## src/pfb_pkg.sv

```systemverilog
// Package for the page frame buffer drawing engine.
// Holds geometry constants, command and result word types, and controller/datapath structs.
// No dependencies.
package pfb_pkg;

  localparam int COLUMNS   = 128;
  localparam int PAGES     = 8;
  localparam int ROWS      = PAGES * 8;
  localparam int MEM_DEPTH = COLUMNS * PAGES;
  localparam int ADDR_W    = $clog2(MEM_DEPTH);
  localparam int PAGE_W    = (PAGES > 1) ? $clog2(PAGES) : 1;

  typedef enum logic [2:0] {
    KIND_SET    = 3'd0,
    KIND_INVERT = 3'd1,
    KIND_CLEAR  = 3'd2,
    KIND_BOX    = 3'd3,
    KIND_READ   = 3'd4
  } kind_t;

  localparam logic STATUS_DONE   = 1'b0;
  localparam logic STATUS_REJECT = 1'b1;

  localparam logic FILL_SET    = 1'b0;
  localparam logic FILL_INVERT = 1'b1;

  typedef struct packed {
    logic [2:0] kind;
    logic [7:0] x_pos;
    logic [6:0] y_pos;
    logic [2:0] page_index;
    logic [7:0] box_width;
    logic [6:0] box_height;
    logic [5:0] corner_cut;
    logic       fill_mode;
  } cmd_word_t;

  typedef struct packed {
    logic [7:0] read_byte;
    logic       status;
  } res_word_t;

  typedef enum logic [3:0] {
    ST_CLEAR,
    ST_IDLE,
    ST_DECODE,
    ST_PIX_RD,
    ST_PIX_WR,
    ST_READ_RD,
    ST_BOX_COL,
    ST_BOX_SPAN,
    ST_BOX_RD,
    ST_BOX_WR,
    ST_FINISH
  } state_t;

  typedef struct packed {
    logic load;
    logic clearing;
    logic clr_step;
    logic rd_en;
    logic wr_en;
    logic col_init;
    logic col_calc;
    logic col_next;
    logic page_init;
    logic page_next;
    logic res_load;
  } ctl_cmd_t;

  typedef struct packed {
    kind_t kind;
    logic  pix_on;
    logic  rd_on;
    logic  box_reject;
    logic  box_empty;
    logic  span_empty;
    logic  page_last;
    logic  col_last;
    logic  clr_last;
    logic  res_busy;
  } dp_stat_t;

endpackage

```

## src/pfb_ctrl.sv

```systemverilog
// Controller state machine for the page frame buffer drawing engine.
// Sequences clearing, pixel read-modify-write, reads and box column/page walks.
// Depends on pfb_pkg.
module pfb_ctrl import pfb_pkg::*; (
  input  logic     clk,
  input  logic     rst,
  input  logic     cmd_valid,
  output logic     cmd_stall,
  input  dp_stat_t stat,
  output ctl_cmd_t ctl
);

  state_t state;
  state_t state_next;

  always_ff @(posedge clk) begin
    if (rst) begin
      state <= ST_CLEAR;
    end else begin
      state <= state_next;
    end
  end

  always_comb begin
    state_next = state;
    ctl        = '0;
    cmd_stall  = 1'b1;
    case (state)
      ST_CLEAR: begin
        ctl.clearing = 1'b1;
        ctl.wr_en    = 1'b1;
        ctl.clr_step = 1'b1;
        if (stat.clr_last) begin
          state_next = ST_IDLE;
        end
      end
      ST_IDLE: begin
        cmd_stall = 1'b0;
        if (cmd_valid) begin
          ctl.load   = 1'b1;
          state_next = ST_DECODE;
        end
      end
      ST_DECODE: begin
        case (stat.kind)
          KIND_SET, KIND_INVERT, KIND_CLEAR: begin
            state_next = stat.pix_on ? ST_PIX_RD : ST_FINISH;
          end
          KIND_BOX: begin
            if (stat.box_reject || stat.box_empty) begin
              state_next = ST_FINISH;
            end else begin
              ctl.col_init = 1'b1;
              state_next   = ST_BOX_COL;
            end
          end
          KIND_READ: begin
            state_next = stat.rd_on ? ST_READ_RD : ST_FINISH;
          end
          default: begin
            state_next = ST_FINISH;
          end
        endcase
      end
      ST_PIX_RD: begin
        ctl.rd_en  = 1'b1;
        state_next = ST_PIX_WR;
      end
      ST_PIX_WR: begin
        ctl.wr_en  = 1'b1;
        state_next = ST_FINISH;
      end
      ST_READ_RD: begin
        ctl.rd_en  = 1'b1;
        state_next = ST_FINISH;
      end
      ST_BOX_COL: begin
        ctl.col_calc = 1'b1;
        state_next   = ST_BOX_SPAN;
      end
      ST_BOX_SPAN: begin
        if (stat.span_empty) begin
          if (stat.col_last) begin
            state_next = ST_FINISH;
          end else begin
            ctl.col_next = 1'b1;
            state_next   = ST_BOX_COL;
          end
        end else begin
          ctl.page_init = 1'b1;
          state_next    = ST_BOX_RD;
        end
      end
      ST_BOX_RD: begin
        ctl.rd_en  = 1'b1;
        state_next = ST_BOX_WR;
      end
      ST_BOX_WR: begin
        ctl.wr_en = 1'b1;
        if (stat.page_last) begin
          if (stat.col_last) begin
            state_next = ST_FINISH;
          end else begin
            ctl.col_next = 1'b1;
            state_next   = ST_BOX_COL;
          end
        end else begin
          ctl.page_next = 1'b1;
          state_next    = ST_BOX_RD;
        end
      end
      ST_FINISH: begin
        if (!stat.res_busy) begin
          ctl.res_load = 1'b1;
          state_next   = ST_IDLE;
        end
      end
      default: begin
        state_next = ST_CLEAR;
      end
    endcase
  end

endmodule

```

## config.mk

```make
export PLATFORM = sky130hd
export DESIGN_NAME = pfb_ctrl
export DESIGN_NICKNAME = d
export VERILOG_FILES = /design/src/pfb_pkg.sv /design/src/pfb_ctrl.sv
export SDC_FILE = /design/constraint.sdc
export NUM_CORES = 1
export LEC_CHECK = 0
export BUFFER_PORTS_ARGS = -buffer_cell sky130_fd_sc_hd__buf_2
export CAP_MARGIN = 40
export CORE_UTILIZATION = 31
export DETAILED_ROUTE_END_ITERATION = 10
export PLACE_DENSITY_LB_ADDON = 0.15
export SKIP_LAST_GASP = 1
export SYNTH_ARGS = -nofsm -noshare
export SYNTH_HDL_FRONTEND = slang
export SYNTH_SLANG_ARGS = --single-unit
export TNS_END_PERCENT = 1
```

## constraint.sdc

```tcl
create_clock -name clk -period 1.76 [get_ports clk]
set_input_delay 0.352 -clock clk [delete_from_list [all_inputs] [get_ports clk]]
set_output_delay 0.352 -clock clk [all_outputs]
set_load 0.02 [all_outputs]
```

### Yosys cells after proc, flatten, opt, wreduce, memory -nomap -nowiden

Index checks and enable logic that the tools add are counted.

* flip-flop bits (word level): 4
* input bits: 15
* output and inout bits: 12
* word-level logic and storage cells: 57

* eq/ne operators: 17
* muxes and demuxes: 31
* reductions and logical operators: 8

Operator list (number)
* $pmux W4 S10: 1
* $mux W4: 9
* $mux W1: 18
* $eq A4 B3 Y1 const B: 4
* $eq A4 B4 Y1 const B: 3
* $pmux W4 S3: 1
* $reduce_or A3 Y1: 3
* $eq A4 B2 Y1 const B: 2
* $eq A3 B2 Y1 const B: 2
* $ne A2 B2 Y1 const B: 3
* $eq A4 B1 Y1 const B: 1
* $logic_not A4 Y1: 1
* $eq A3 B1 Y1 const B: 1
* $eq A3 B3 Y1 const B: 1
* $logic_not A3 Y1: 1
* $reduce_and A3 Y1: 1
* $mux W2: 1
* $pmux W1 S2: 1
* $reduce_or A2 Y1: 1
* $logic_or A1 B1 Y1: 1

### Longest topological paths before layout

* depth in word-level cells: 4
* depth in mapped cells: 6
* mapped depth without buffers: 5

### Least setup slack after synthesis

OpenSTA, ideal clock, no wires.

* kind: register to output
* start: register state[2]
* end: output ctl[9] (netlist bit)
* arrival time: 1.686 ns
* required time: 1.408 ns
* setup slack: -0.278 ns
* stages on the path, launching flop included: 4
* path through: dfxtp_1 > buf_2 > nor4_1 > buf_4

RTL lines
* start, declared: line pfb_ctrl.sv:13 `state_t state;`
* start signal, assigned: line pfb_ctrl.sv:20 `state <= state_next;`
* end, declared: line pfb_ctrl.sv:10 `output ctl_cmd_t ctl`

==> flow_metrics.env <==
export IMPL_finalHoldViolCount=0
export IMPL_placed_area_um2=678
export IMPL_synth_warnings=0
export IMPL_p_total_mw=1.16
export IMPL_antenna_found_initial=0
export IMPL_syn_inst=70
export IMPL_synth_edf_count=0
export IMPL_die_y_um=42.1
export IMPL_hold_buffers=0
export IMPL_setup_slack_ns=-0.0126
export IMPL_period_share_pct=101
export IMPL_worst_pin_slew_ns=0.319
export IMPL_finalNonFillerCells=120
export IMPL_num_rows=14
export IMPL_arrival_ns=1.42
export IMPL_cap_violations=0
export IMPL_crit_required_ns=1.41
export IMPL_min_period_ns=1.77
export IMPL_drt_initial_drc_count=14
export IMPL_ys_flop_type="dfxtp_1"
export IMPL_p_per_area_nw_per_um2=1570
export IMPL_yosysSeqAreaShare_pct=16.1
export IMPL_syn_to_final_growth_pct=48.5
export IMPL_synth_seq_cells=4
export IMPL_layout_common_cells="buf_2, nand2_1, nor2_1, buf_4, nand2b_1"
export IMPL_root_buffer="clkbuf_4"
export IMPL_power_leakage_nw=0.352
export IMPL_dr_pass1_iters=4
export IMPL_grt_ovfl_total=0
export IMPL_pre_cts_ws_ns=0.166
export IMPL_async_flop_share_pct=0
export IMPL_syn_area_um2=498
export IMPL_place_gp_congestion=0.847
export IMPL_vdd_drop_max_mv=0.785
export IMPL_cts_tree="built"
export IMPL_clock_sinks=4
export IMPL_finish_utilization_pct=49.1
export IMPL_core_um2=1510
export IMPL_fmax_mhz=564
export IMPL_violations="negative setup slack"
export IMPL_slew_violations=0
export IMPL_largest_reg_flops=4
export IMPL_dpl_cell_count=114
export IMPL_syn_nets=85
export IMPL_wl_per_cell_um=12.4
export IMPL_slew_headroom_pct=78.7
export IMPL_final_net_count=121
export IMPL_clk_pin_slew_worst_paths_ns=0.04
export IMPL_start_util_pct=33.1
export IMPL_port_buffers=26
export IMPL_fin_area_um2=739
export IMPL_grt_max_degree=14
export IMPL_cts_path_max_buffers=2
export IMPL_die_area_um2=1770
export IMPL_grt_usage_pct=17.4
export IMPL_antenna_cells=0
export IMPL_die_w_um=42.1
export IMPL_io_pin_count=27
export IMPL_grt_pass1_vias=540
export IMPL_mostFrequentLayoutCell="buf_2"
export IMPL_clk_latency_ns=0.24
export IMPL_setup_worst_path_start_class="flop"
export IMPL_vias=643
export IMPL_syn_avg_cell_area_um2=7.11
export IMPL_regMostFlops="state"
export IMPL_cp_max_fo=10
export IMPL_drive_gt1_share_pct=48.1
export IMPL_finClkSkew_ns=0.000198
export IMPL_numCtsBuffers=3
export IMPL_h_tree_depth=1
export IMPL_postRouteAntennaNets=0
export IMPL_hpwl_mm=1.07
export IMPL_critPathKind="reg2out"
export IMPL_drc=0
export IMPL_vias_per_cell=5.36
export IMPL_wirelength_mm=1.49
export IMPL_setup_viol=1
export IMPL_grt_pass1_wl_mm=2.29
export IMPL_hp_class="in2reg"
export IMPL_top_regs="state: 4 flops"
export IMPL_outcome="finished, violations left"
export IMPL_cp_end_kind="output pin"
export IMPL_yosysUniqueCellTypes=37
-- area by class of cell --
class	instances	area (um^2)
clock buffers	3	22.5
fillers	162	767
inverters	2	7.51
multi-input cells	60	403
flip-flops and latches	4	82.6
well taps	16	20.0
repair buffers	35	204
-- final timing paths --
kind / from / end / slack (ns) / depth (start not counted)
worst min-delay path: cmd_valid / state[0] / 0.34 / 2
worst max-delay path: state[1] / ctl[3] / -0.01 / 4
worst max register to register: state[1] / state[3] / 0.14 / 4
worst min register to register: state[3] / state[3] / 0.61 / 3
-- kinds of logic after synthesis --
kind of cell	count (synthesis)	share of synthesized area [%]
AO/OA/AOI/OAI	16	24.1
XOR/XNOR	1	1.76
buffers and inverters	6	5.78
flip-flops	4	16.1
AND/OR/NAND/NOR	43	52.3
-- layer usage --
layer  track usage (%)  share of wire (%)
met4              9.38               0.81
met3              6.90                7.7
met2              26.3                 51
met5                 0                  0
met1              21.1                 40
-- stage by stage --
stage	hold WS, ns	setup TNS [ns]
6_report	0.338	-0.0126
5_1_grt	0.339	-0.0526
4_1_cts	0.334	0
3_5_place_dp	0.598	0
3_3_place_gp	0.600	0
2_1_floorplan	0.421	0
-- report_power, final --
group	switching, mW	total (mW)	leakage (nW)	internal, mW
sequential	0.0798	0.211	0.0335	0.131
combinational	0.461	0.829	0.304	0.368
clock	0.0451	0.122	0.0138	0.0768
-- synthesized netlist by cell type (2+ instances only) --
master	number	area, um^2
nor2_1	9	33.8
dfxtp_1	4	80.1
buf_2	2	10.0
nand2_1	11	41.3
nor2b_1	4	25.0
nand2b_1	4	25.0
a21oi_1	3	15.0
a32oi_1	2	17.5
o21ai_0	2	10.0
nor4_1	2	12.5
-- repair_timing --
action | 4_1_cts | 5_1_grt
endpoints found under the setup margin | 1 | 1
buffers inserted | 0 | 3
resized for setup | 1 | 5
pin swaps | 0 | 2
gates cloned | 0 | 0
-- worst max-delay path, stage by stage (launching register included) --
cell and delay, ns:
dfxtp_1 0.39, nor2b_1 0.24, a32oi_1 0.12, nor3b_2 0.25, buf_4 0.17
Note: power is estimated with default switching activity, not from simulation.
